**config.mk**
```make
export PLATFORM = sky130hd
export DESIGN_NAME = stkc_ctrl
export DESIGN_NICKNAME = d
export VERILOG_FILES = /design/src/hw/rtl/stkc_pkg.sv /design/src/hw/rtl/stkc_ctrl.sv
export SDC_FILE = /design/constraint.sdc
export NUM_CORES = 1
export LEC_CHECK = 0
export ABC_AREA = 0
export BUFFER_PORTS_ARGS = -buffer_cell sky130_fd_sc_hd__buf_2
export CORE_MARGIN = 5
export CORE_UTILIZATION = 45
export DETAILED_ROUTE_END_ITERATION = 8
export PLACE_DENSITY = 0.7
export SLEW_MARGIN = 20
export SYNTH_ARGS = -nofsm -noshare
export SYNTH_HDL_FRONTEND = slang
export SYNTH_SLANG_ARGS = --single-unit
```
**constraint.sdc**
```tcl
create_clock -name aclk -period 8 [get_ports aclk]
set_input_delay 1.2 -clock aclk [delete_from_list [all_inputs] [get_ports aclk]]
set_output_delay 1.2 -clock aclk [all_outputs]
set_load 0.01 [all_outputs]
```
**src/hw/rtl/stkc_pkg.sv**
```systemverilog
`timescale 1ns / 1ps
package stkc_pkg;
    localparam int DEPTH_DEF = 1024;
    localparam int WORD_WIDTH_DEF = 32;
    localparam int OP_W = 3;
    localparam int POS_W = 10;
    localparam int ST_W = 3;

    localparam logic [OP_W-1:0] OP_PUSH = 3'd0;
    localparam logic [OP_W-1:0] OP_POP  = 3'd1;
    localparam logic [OP_W-1:0] OP_ADD  = 3'd2;
    localparam logic [OP_W-1:0] OP_SUB  = 3'd3;
    localparam logic [OP_W-1:0] OP_MUL  = 3'd4;
    localparam logic [OP_W-1:0] OP_DIV  = 3'd5;
    localparam logic [OP_W-1:0] OP_RDT  = 3'd6;
    localparam logic [OP_W-1:0] OP_RDB  = 3'd7;

    localparam logic [ST_W-1:0] ST_OK    = 3'd0;
    localparam logic [ST_W-1:0] ST_EMPTY = 3'd1;
    localparam logic [ST_W-1:0] ST_RANGE = 3'd2;
    localparam logic [ST_W-1:0] ST_FEW   = 3'd3;
    localparam logic [ST_W-1:0] ST_DIV0  = 3'd4;
    localparam logic [ST_W-1:0] ST_FULL  = 3'd5;

    // datapath commands from the controller
    typedef struct packed {
        logic rd_en;      // read stack at rd_sel address
        logic rd_sel;     // 0: x/top-1 address, 1: y/top-2 address
        logic cap_x;      // latch read data as x
        logic cap_y;      // latch read data as y
        logic alu_go;     // compute / start divider
        logic wr_push;    // write push value at count
        logic wr_res;     // write result at count-2
    } stkc_cmd_t;

    typedef struct packed {
        logic div_busy;
        logic div_zero;
    } stkc_sts_t;
endpackage

```
**src/hw/rtl/stkc_ctrl.sv**
```systemverilog
`timescale 1ns / 1ps
module stkc_ctrl #(
    parameter int DEPTH = 1024
) (
    input  logic                      aclk,
    input  logic                      aresetn,
    input  logic                      in_valid,
    output logic                      in_ready,
    input  logic [2:0]                op_in,
    input  logic [9:0]                pos_in,
    output logic [2:0]                op,
    output stkc_pkg::stkc_cmd_t       cmd,
    input  stkc_pkg::stkc_sts_t       sts,
    output logic [$clog2(DEPTH)-1:0]  rd_addr_a,
    output logic [$clog2(DEPTH)-1:0]  rd_addr_b,
    output logic [$clog2(DEPTH)-1:0]  wr_addr_push,
    output logic [$clog2(DEPTH)-1:0]  wr_addr_res,
    output logic                      out_load,
    output logic                      out_use_rd,
    output logic                      out_use_alu,
    output logic [2:0]                out_status,
    output logic [$clog2(DEPTH):0]    out_fill,
    input  logic                      out_free
);
    import stkc_pkg::*;
    localparam int AW = $clog2(DEPTH);
    localparam int CNTW = AW + 1;

    localparam logic [2:0] S_IDLE = 3'd0;
    localparam logic [2:0] S_RDX  = 3'd1;
    localparam logic [2:0] S_RDY  = 3'd2;
    localparam logic [2:0] S_ALU  = 3'd3;
    localparam logic [2:0] S_DIV  = 3'd4;
    localparam logic [2:0] S_WB   = 3'd5;
    localparam logic [2:0] S_DONE = 3'd6;

    logic [2:0]      state_reg, state_next;
    logic [2:0]      op_reg;
    logic [9:0]      pos_reg;
    logic [CNTW-1:0] count_reg, count_next;
    logic [2:0]      st_reg, st_next;
    logic            use_rd_reg, use_rd_next, use_alu_reg, use_alu_next;
    logic [CNTW-1:0] pos_ext;
    logic            accept;

    assign in_ready = (state_reg == S_IDLE);
    assign accept   = in_valid & in_ready;
    assign op       = op_reg;
    assign pos_ext  = CNTW'(pos_reg);

    // addresses: rd_a is top, pop or read target; rd_b is the second entry
    always_comb begin
        unique case (op_reg)
            OP_RDT:  rd_addr_a = AW'(count_reg - 1'b1 - pos_ext);
            OP_RDB:  rd_addr_a = AW'(pos_ext);
            default: rd_addr_a = AW'(count_reg - 1'b1);
        endcase
    end
    assign rd_addr_b    = AW'(count_reg - 2'd2);
    assign wr_addr_push = AW'(count_reg);
    assign wr_addr_res  = AW'(count_reg - 2'd2);

    always_comb begin
        state_next   = state_reg;
        count_next   = count_reg;
        st_next      = st_reg;
        use_rd_next  = use_rd_reg;
        use_alu_next = use_alu_reg;
        cmd          = '0;
        out_load     = 1'b0;
        unique case (state_reg)
            S_IDLE: ;
            S_RDX: begin
                st_next = ST_OK;
                use_rd_next = 1'b0;
                use_alu_next = 1'b0;
                state_next = S_DONE;
                unique case (op_reg)
                    OP_PUSH: begin
                        if (count_reg >= CNTW'(DEPTH)) st_next = ST_FULL;
                        else begin
                            cmd.wr_push = 1'b1;
                            count_next = count_reg + 1'b1;
                        end
                    end
                    OP_POP: begin
                        if (count_reg == '0) st_next = ST_EMPTY;
                        else begin
                            cmd.rd_en = 1'b1;
                            use_rd_next = 1'b1;
                            count_next = count_reg - 1'b1;
                        end
                    end
                    OP_RDT, OP_RDB: begin
                        if (count_reg == '0) st_next = ST_EMPTY;
                        else if (pos_ext >= count_reg) st_next = ST_RANGE;
                        else begin
                            cmd.rd_en = 1'b1;
                            use_rd_next = 1'b1;
                        end
                    end
                    default: begin
                        if (count_reg < CNTW'(2)) st_next = ST_FEW;
                        else begin
                            cmd.rd_en = 1'b1;
                            state_next = S_RDY;
                        end
                    end
                endcase
            end
            S_RDY: begin
                cmd.cap_x  = 1'b1;
                cmd.rd_en  = 1'b1;
                cmd.rd_sel = 1'b1;
                state_next = S_ALU;
            end
            S_ALU: begin
                cmd.cap_y  = 1'b1;
                state_next = S_DIV;
            end
            S_DIV: begin
                cmd.alu_go = 1'b1;
                if (op_reg == OP_DIV && sts.div_zero) begin
                    st_next = ST_DIV0;
                    count_next = count_reg - 2'd2;
                    state_next = S_DONE;
                end else state_next = S_WB;
            end
            S_WB: begin
                if (!sts.div_busy) begin
                    cmd.wr_res = 1'b1;
                    use_alu_next = 1'b1;
                    count_next = count_reg - 1'b1;
                    state_next = S_DONE;
                end
            end
            S_DONE: begin
                if (out_free) begin
                    out_load = 1'b1;
                    state_next = S_IDLE;
                end
            end
            default: state_next = S_IDLE;
        endcase
        if (accept) state_next = S_RDX;
    end

    always_ff @(posedge aclk) begin
        if (!aresetn) begin
            state_reg <= S_IDLE;
            count_reg <= '0;
        end else begin
            state_reg <= state_next;
            count_reg <= count_next;
        end
    end

    always_ff @(posedge aclk) begin
        if (accept) begin
            op_reg  <= op_in;
            pos_reg <= pos_in;
        end
        st_reg      <= st_next;
        use_rd_reg  <= use_rd_next;
        use_alu_reg <= use_alu_next;
    end

    assign out_use_rd  = use_rd_reg;
    assign out_use_alu = use_alu_reg;
    assign out_status  = st_reg;
    assign out_fill    = count_reg;

    ap_fill: assert property (@(posedge aclk) disable iff (!aresetn)
        count_reg <= CNTW'(DEPTH)) else $error("fill above depth");
    ap_one: assert property (@(posedge aclk) disable iff (!aresetn)
        !(cmd.wr_push && cmd.wr_res)) else $error("two writes");
    ap_idle: assert property (@(posedge aclk) disable iff (!aresetn)
        accept |=> state_reg == S_RDX) else $error("no start");
endmodule

```
==> impl_metrics.toml, run 1 <==
[sta]
finalSetupViolations = 0
worstMarginPinSlew_ps = 932
rsz0062_at_grt = "no"
fmax_mhz = 198
finalCritPeriodShare_pct = 63.1
finalHoldViolations = 0
fin_skew_ps = 9.97
slew_violations = 0
min_period_ps = 5050
final.setup.tns_ps = 0
relSlewSlack_pct = 37.9

[power]
vdd_drop_max_mv = 0.0700
p_leak_nw = 1.63
pwr_density_cell_mw_per_mm2 = 131

[layout]
final_common_cell = "buf_2"
drive_above_1_share_pct = 22.8
synthToLayoutAreaGrowth_pct = 11.3
largest_reg_flops = 11
diodes = 0
layout_common_cells = "86 x buf_2, 36 x inv_1, 32 x nand2_1"
final_util_pct = 51.3
nNetsFinal = 507

[grt]
track_usage_pct = 19.7
grt_pass1_wl_mm = 14.4
grt_overflow_total = 0
grt_max_degree = 31
antenna_found_initial = 0
grt_pass1_vias = 2884

[yosys]
ys_ff_latch = 32
synth_edf_count = 18
synthFlopType = "edfxtp_1"
synth-xor-area-share_pct = 6.85
yosysWarnings = 0
yosysSeqAreaShare_pct = 24.7
synth_top_family_by_area = "compound AO/OA/AOI/OAI gates"
synth_top_area_share_pct = 16.3
synthAdderAreaFrac_pct = 9.63
synth_cell_type_count = 66
syn_nets = 460
synth_area_mm2 = 0.00332
synthSimpleGateAreaFrac_pct = 20.6
syn_area_per_cell_um2 = 7.99
muxShareOfSynthArea_pct = 1.51
synth_compound_area_share_pct = 24.5
synthTopCellsByArea = "edfxtp_1 16%, ha_1 9.0%, dfxtp_1 8.4%, xnor2_1 5.3%, buf_4 5.2%"
synthArstFlopShare_pct = 0
postSynthCellCount = 416
synth_area_leader_cell = "edfxtp_1"

[placement]
gp_routability_congestion = 0.968
post-dp-hpwl_mm = 6.97
port_buffers = 86

[drt]
first_pass_iters = 5
wirelength_mm = 9.02
drt-initial-drc-count = 211
antenna_left = 0
wl_per_cell_um = 16.0
drc_errors = 0
vias = 3215
viasPerCell = 5.71

[setup_path]
worstSetupPathType = "reg -> out"
critPathMaxFanout = 19
rrSetupSlack_ps = 4760
worstPathArrival_ps = 3850
cp-end-kind = "output pin"
worstSetupStartpointType = "flop"
required_ps = 6800

[floorplanning]
die_y_um = 96.0
initial_utilization_pct = 46.1
io_pins = 87
fp.dieW_um = 96.0
dieArea_mm2 = 0.00921
rows = 31
core-area_mm2 = 0.00721

[cts]
max-clock-path-buffers = 2
cts.reportedPaths.clkPinSlew_ps = 80
hold_buffers = 0
numCtsBuffers = 5
h-tree-depth = 2
insertion_delay_ps = 290
cts_root_buf = "clkbuf_8"
cts_sinks = 32
cts_tree = "yes"
post_cts_resized = 0
postCtsSetupRepairBufs = 0

[hold_path]
worstHoldPathType = "reg -> reg"

[status]
status = "finished clean"

[flow_run]
max-cap-violations = 0
## power breakdown
group          switching [mW]  internal, mW  leakage [nW]
Sequential             0.0119         0.181         0.287
Combinational          0.0874        0.0670          1.30
Clock                  0.0673        0.0691        0.0459
## routing by layer
metal | track usage (%) | part of all wire [%] | up-vias
met3 | 2.27 | 6.8 | 13
met4 | 6.52 | 1.7 | 0
li1 | - | - | 1582
met1 | 27.4 | 45 | 1494
met5 | 0 | 0 | -
met2 | 31.6 | 47 | 126
## worst max-delay path: stages, from the launching register on
cell and delay, ps:
dfxtp_1 540, inv_1 140, ha_1 210, or3b_2 490, nor3_1 360, nand2_1 130, xnor2_1 240, ha_1 310
o211ai_1 170, inv_1 50, o311ai_0 130, and2_1 230, a221oi_1 80, o221a_2 320, buf_2 140
## per-stage QoR
step	hold slack, ps	std cells	total power [mW]	instance area, um^2	setup slack, ps
floorplan	629	416	0.311	3320	3670
global placement	651	555	0.347	3610	3390
detailed placement	675	555	0.350	3610	3320
CTS	691	563	0.485	3700	2980
global route	741	563	0.509	3700	2660
finish	694	563	0.484	3700	2950
## path summary, 6_finish.rpt
path | start | depth (start not counted) | end
worst min-delay path | out_fill[1]$_SDFFE_PN0P_ | 1 | out_fill[1]$_SDFFE_PN0P_
worst max-delay path | out_fill[0]$_SDFFE_PN0P_ | 14 | rd_addr_a[9]
worst min register to register | out_fill[1]$_SDFFE_PN0P_ | 1 | out_fill[1]$_SDFFE_PN0P_
worst max register to register | out_fill[0]$_SDFFE_PN0P_ | 8 | out_fill[9]$_SDFFE_PN0P_
## cells by family (layout without fill, tap and decap cells)
logic type | Yosys count | in the layout
xor+xnor | 26 | 26
fa+ha+maj | 25 | 25
flops | 32 | 32
mux | 5 | 5
buf+inv | 83 | 131
compound gates | 115 | 115
simple gates | 130 | 130
## Yosys cell counts, types with 5 or more instances
cell,n
a21boi_0,5
a21o_1,6
a21oi_1,30
buf_2,7
buf_4,23
clkbuf_1,14
dfxtp_1,14
edfxtp_1,18
ha_1,24
inv_1,36
mux2i_1,5
nand2_1,32
nand3_1,8
nor2_1,28
nor2b_1,5
nor3_1,17
o21a_1,5
o21ai_0,15
o31ai_1,5
o32ai_1,6
xnor2_1,20
xor2_1,6
## layout make-up
class,count,area [um^2]
fill,727,3510
multi-input combinational,301,2100
sequential,32,821
timing repair buffer,86,430
inverter,37,139
tap,99,124
clock buffer,7,86.3
clock inverter,1,3.75
No activity file was read; power rests on OpenSTA's default activity.
==> run 2, diff against run 1 <==
--- a/config.mk
+++ b/config.mk
@@ -5,12 +5,12 @@
 export SDC_FILE = /design/constraint.sdc
 export NUM_CORES = 1
 export LEC_CHECK = 0
-export ABC_AREA = 0
+export ABC_AREA = 1
 export BUFFER_PORTS_ARGS = -buffer_cell sky130_fd_sc_hd__buf_2
 export CORE_MARGIN = 5
 export CORE_UTILIZATION = 45
 export DETAILED_ROUTE_END_ITERATION = 8
-export PLACE_DENSITY = 0.7
+export PLACE_DENSITY = 0.72
 export SLEW_MARGIN = 20
 export SYNTH_ARGS = -nofsm -noshare
 export SYNTH_HDL_FRONTEND = slang
==> constraint.sdc (replaced) <==
create_clock -name aclk -period 4.6 [get_ports aclk]
set_input_delay 0.69 -clock aclk [delete_from_list [all_inputs] [get_ports aclk]]
set_output_delay 0.69 -clock aclk [all_outputs]
set_load 0.01 [all_outputs]
==> run 2 against run 1 <==
Flip-flop and latch count stayed put. Sequential share of layout area fell by 0.95 points. Via count up 16%. Clock skew fell by 0.63 ps. Worst hold slack got worse by 120 ps. Clock-buffer cell count shrank 1. Global-route usage grew 2.5 points. Design area grew 4.5%. Core utilization down 0.46 points. Critical path depth grew 3. Clock power up 100%.
==> impl_metrics.toml, run 2 <==
[status]
status = "finished clean"

[flow_run]
max-cap-violations = 0

[yosys]
synth_cell_type_count = 40
muxShareOfSynthArea_pct = 0
synth_edf_count = 18
synth_top_area_share_pct = 17.5
ys_ff_latch = 32
synthArstFlopShare_pct = 0
synth-xor-area-share_pct = 1.52
yosysWarnings = 0
syn_nets = 588
synthTopCellsByArea = "nand2_1 17%, edfxtp_1 16%, ha_1 8.7%, dfxtp_1 8.1%, inv_1 6.5%"
synth_area_mm2 = 0.00346
syn_area_per_cell_um2 = 6.35
synth_top_family_by_area = "simple AND/OR/NAND/NOR gates"
synthAdderAreaFrac_pct = 9.27
yosysSeqAreaShare_pct = 23.7
postSynthCellCount = 544
synth_area_leader_cell = "nand2_1"
ys_top_cells_by_count = "161 x nand2_1, 60 x inv_1, 50 x nor2_1"
synth_compound_area_share_pct = 12.8
synthSimpleGateAreaFrac_pct = 37.1
synthFlopType = "edfxtp_1"
yosysMostFrequentCell = "nand2_1"

[setup_path]
timing.rr.start = "state_reg[2]$_SDFFE_PP0P_"
worstPathCellList = "inv_1, ha_1, nand2_2, nand2_1, nand2_1, inv_1, ha_1, nand2_1, inv_1, nand2_1, nand2_1, a21oi_1, o21ai_0, nand2_1, nand2_1, o21bai_1, buf_2"
worstSetupStartpointType = "flop"
critPathMaxFanout = 14
cp_slowest_cell = "dfxtp_1"
slowest_delay_ps = 620
worstSetupPathType = "reg -> out"
critPathMostFrequentCell = "nand2_1"
required_ps = 3910
worstPathArrival_ps = 3270
cp-startpoint = "out_fill[0]$_SDFFE_PN0P_"
cp-end-kind = "output pin"

[power]
p_leak_nw = 2.07
vdd_drop_max_mv = 0.181
pwr_density_cell_mw_per_mm2 = 293

[cts]
cts_root_buf = "clkbuf_8"
post_cts_resized = 0
cts_tree = "yes"
numCtsBuffers = 5
max-clock-path-buffers = 2
insertion_delay_ps = 290
cts_sinks = 32
hold_buffers = 0
postCtsSetupRepairBufs = 0
h-tree-depth = 2
cts.reportedPaths.clkPinSlew_ps = 70

[sta]
fin_skew_ps = 9.35
min_period_ps = 3960
worstMarginPinSlew_ps = 1010
final.setup.tns_ps = 0
slew_violations = 0
finalSetupViolations = 0
relSlewSlack_pct = 32.3
finalCritPeriodShare_pct = 86.2
rsz0062_at_grt = "no"
finalHoldViolations = 0
fmax_mhz = 252

[floorplanning]
core-area_mm2 = 0.00761
fp.dieW_um = 97.7
dieArea_mm2 = 0.00954
io_pins = 87
die_y_um = 97.7
initial_utilization_pct = 45.4
rows = 32

[drt]
viasPerCell = 5.30
drc_errors = 0
wirelength_mm = 10.7
drt-initial-drc-count = 271
wl_per_cell_um = 15.2
vias = 3729
first_pass_iters = 4
antenna_left = 0

[layout]
regArea_um2 = 821
diodes = 0
synthToLayoutAreaGrowth_pct = 11.9
layout_common_cells = "161 x nand2_1, 86 x buf_2, 60 x inv_1"
nFillCells = 816
nNetsFinal = 645
multi_input_comb_area_mm2 = 0.00210
drive_above_1_share_pct = 20.4
final_common_cell = "nand2_1"
largest_reg_flops = 11
final_util_pct = 50.8

[grt]
grt_max_degree = 15
grt_pass1_wl_mm = 17.4
grt_overflow_total = 0
track_usage_pct = 22.2
antenna_found_initial = 0
grt_pass1_vias = 3621

[placement]
gp_routability_congestion = 0.949
post-dp-hpwl_mm = 8.37
port_buffers = 86

[hold_path]
worstHoldPathType = "in -> reg"
hold_start = "op_in[1]"
run 2: cell types whose count changed in the layout (fill, tap and decap cells not counted), sizes merged, moves of 6 or more:
cell   change
nand4      +8
nand2    +134
o21ai     +15
inv       +36
nor2      +28
o32ai      -6
nand3     +38
nor3      -13
xnor2     -19
run 2: area by class of cell:
type / count / area share, %
Multi-Input combinational cell: 401 / 54.3
Sequential cell: 32 / 21.2
Timing Repair Buffer: 86 / 11.1
Inverter: 75 / 7.31
Tap cell: 102 / 3.30
Clock buffer: 6 / 1.88
Clock inverter: 2 / 0.906
run 2: report_power, final:
part           internal [mW]  switching [mW]
Combinational          0.185           0.324
Sequential             0.322          0.0275
Clock                  0.161           0.113
Total                  0.667           0.464
run 2: cell families (layout without fill, tap and decap cells):
family | count (synthesis) | after routing
compound gates | 79 | 79
xor+xnor | 6 | 6
fa+ha+maj | 25 | 25
buf+inv | 111 | 169
flops | 32 | 32
simple gates | 291 | 291
run 2: per-stage QoR:
step                      hold WS [ps]  setup WS [ps]  total power [mW]  instances  cell area, um^2
after global placement             567           1150             0.853        696             3760
after CTS                          574            655              1.13        704             3870
final                              577            635              1.13        704             3870
after global routing               572            279              1.22        704             3870
after floorplan                    583           1380             0.732        544             3460
after detailed placement           576            987             0.858        696             3760
run 2: final timing paths:
| kind | to | cells past startpoint | slack (ps) |
|---|---|---|---|
| setup / recovery | rd_addr_a[7] | 17 | 640 |
| hold / removal | op[1]$_DFFE_PP_ | 1 | 580 |
| setup reg to reg | out_fill[1]$_SDFFE_PN0P_ | 9 | 2150 |
| hold reg to reg | out_fill[1]$_SDFFE_PN0P_ | 2 | 590 |
run 2: critical path: cells and delay by family, from the launching register on:
family                     cells  cell delay, ps
and+or+nand+nor                8             760
buffers and inverters          4             480
AOI/OAI and AO/OA              3             450
DFF                            1             620
adders and majority gates      2             680
run 2: metal layers:
layer  track usage, %  routed length [um]  vias to the layer above
met1             29.1                4720                     1683
met3             3.95                 784                       25
met2             37.1                4920                      157
li1                 -                   -                     1864
met4             6.82                 245                        0
met5                0                   0                        -
==> run 3, diff against run 2 <==
--- a/config.mk
+++ b/config.mk
@@ -6,11 +6,11 @@
 export NUM_CORES = 1
 export LEC_CHECK = 0
 export ABC_AREA = 1
-export BUFFER_PORTS_ARGS = -buffer_cell sky130_fd_sc_hd__buf_2
 export CORE_MARGIN = 5
 export CORE_UTILIZATION = 45
 export DETAILED_ROUTE_END_ITERATION = 8
-export PLACE_DENSITY = 0.72
+export DONT_BUFFER_PORTS = 1
+export PLACE_DENSITY = 0.62
 export SLEW_MARGIN = 20
 export SYNTH_ARGS = -nofsm -noshare
 export SYNTH_HDL_FRONTEND = slang
==> run 3 against run 2 <==
Die area did not move. Clock skew rose by 1.2 ps. Clock-buffer cell count fell by 1. Non-clock buffer count fell by 85. Via count fell by 7.0%. Sequential share of layout area rose by 2.6 points. Critical endpoint unchanged. Largest power group unchanged. Highest routed layer unchanged.
==> impl_metrics.toml, run 3 (synthesized netlist as in run 2, its figures left out) <==
[status]
status = "finished clean"

[layout]
final_common_cell = "nand2_1"
final_util_pct = 45.3
fin_cells = 619
drive_above_1_share_pct = 7.54
layout_common_cells = "161 x nand2_1, 60 x inv_1, 50 x nor2_1"
diodes = 0
synthToLayoutAreaGrowth_pct = -0.253
largest_reg_flops = 11
nNetsFinal = 560

[grt]
antenna_found_initial = 0
track_usage_pct = 22.0
grt_pass1_vias = 3399
grt_max_degree = 15
grt_pass1_wl_mm = 17.0
grt_overflow_total = 0

[power]
vdd_drop_max_mv = 0.214
p_leak_nw = 1.70
pwr_density_cell_mw_per_mm2 = 313

[placement]
gp_routability_congestion = 0.998
dp_cells = 611
port_buffers = 0
post-dp-hpwl_mm = 8.12

[setup_path]
critPathMostFrequentCell = "nand2_1"
slowest_delay_ps = 420
worstPathCellList = "inv_1, ha_1, inv_1, nor2_1, nand2_1, nand2_1, inv_1, ha_1, nand2_1, inv_1, nand2_1, nand2_1, a21oi_1, o21ai_0, nand2_1, nand2_1, o21bai_1"
worstSetupPathType = "reg -> out"
critPathMaxFanout = 8
cp-end-kind = "output pin"
worstSetupStartpointType = "flop"
cp_slowest_cell = "dfxtp_1"
required_ps = 3910
worstPathArrival_ps = 3290

[floorplanning]
core-area_mm2 = 0.00761
fp.dieW_um = 97.7
die_y_um = 97.7
dieArea_mm2 = 0.00954
initial_utilization_pct = 45.4
io_pins = 87
rows = 32

[hold_path]
worstHoldPathType = "in -> reg"

[sta]
finalHoldViolations = 0
rsz0062_at_grt = "no"
min_period_ps = 3980
fin_skew_ps = 10.5
finalCritPeriodShare_pct = 86.5
final.setup.tns_ps = 0
finalSetupViolations = 0
relSlewSlack_pct = 33.5
worstMarginPinSlew_ps = 994
fmax_mhz = 251
slew_violations = 0

[cts]
cts_sinks = 32
hold_buffers = 0
insertion_delay_ps = 300
cts_tree = "yes"
cts.reportedPaths.clkPinSlew_ps = 80
h-tree-depth = 2
numCtsBuffers = 5
postCtsSetupRepairBufs = 0
cts_root_buf = "clkbuf_8"
max-clock-path-buffers = 2
post_cts_resized = 0

[drt]
vias = 3467
viasPerCell = 5.60
wirelength_mm = 10.4
wl_per_cell_um = 16.9
first_pass_iters = 5
drt-initial-drc-count = 204
drc_errors = 0
antenna_left = 0

[flow_run]
max-cap-violations = 0
[run 3: layout make-up]
class	count	area, um^2
clock buffer	5	68.8
clock inverter	3	42.5
fill	835	4160
inverter	75	283
multi-input combinational	401	2100
sequential	32	821
tap	102	128
timing repair buffer	1	7.51
[run 3: report_power, final]
part	switching [mW]	internal, mW
combinational	0.302	0.137
sequential	0.0338	0.322
clock	0.123	0.160
[run 3: per-layer routing]
metal | GRT usage [%] | wire length [um] | vias up | part of all wire, %
met2 | 36.5 | 4830 | 147 | 46
met3 | 4.74 | 721 | 22 | 6.9
met4 | 7.45 | 259 | 0 | 2.5
met1 | 28.2 | 4630 | 1610 | 44
li1 | - | - | 1688 | -
met5 | 0 | 0 | - | 0
[run 3: final timing paths]
path | slack (ps) | endpoint | depth (start not counted) | start
setup / recovery | 620 | rd_addr_a[7] | 17 | out_fill[1]$_SDFFE_PN0P_
hold / removal | 490 | pos_reg[0]$_DFFE_PP_ | 0 | pos_in[0]
hold reg to reg | 640 | state_reg[1]$_SDFFE_PP0P_ | 4 | state_reg[1]$_SDFFE_PP0P_
setup reg to reg | 2160 | out_fill[8]$_SDFFE_PN0P_ | 10 | op[2]$_DFFE_PP_
[run 3: through the flow]
| stage | hold WS, ps | instance area (um^2) | setup WS, ps | total power, mW |
|---|---|---|---|---|
| after floorplan | 583 | 3460 | 1380 | 0.732 |
| after global placement | 615 | 3340 | 1030 | 0.789 |
| after detailed placement | 628 | 3340 | 970 | 0.795 |
| after CTS | 483 | 3450 | 629 | 1.08 |
| after global routing | 472 | 3450 | 271 | 1.16 |
| final | 492 | 3450 | 619 | 1.08 |
[run 3: worst max-delay path: cells and delay by family, from the launching register on]
kind	cells	cell delay, ps
AOI/OAI and AO/OA	3	580
adders and majority gates	2	650
buffers and inverters	4	630
DFF	1	420
and+or+nand+nor	8	720
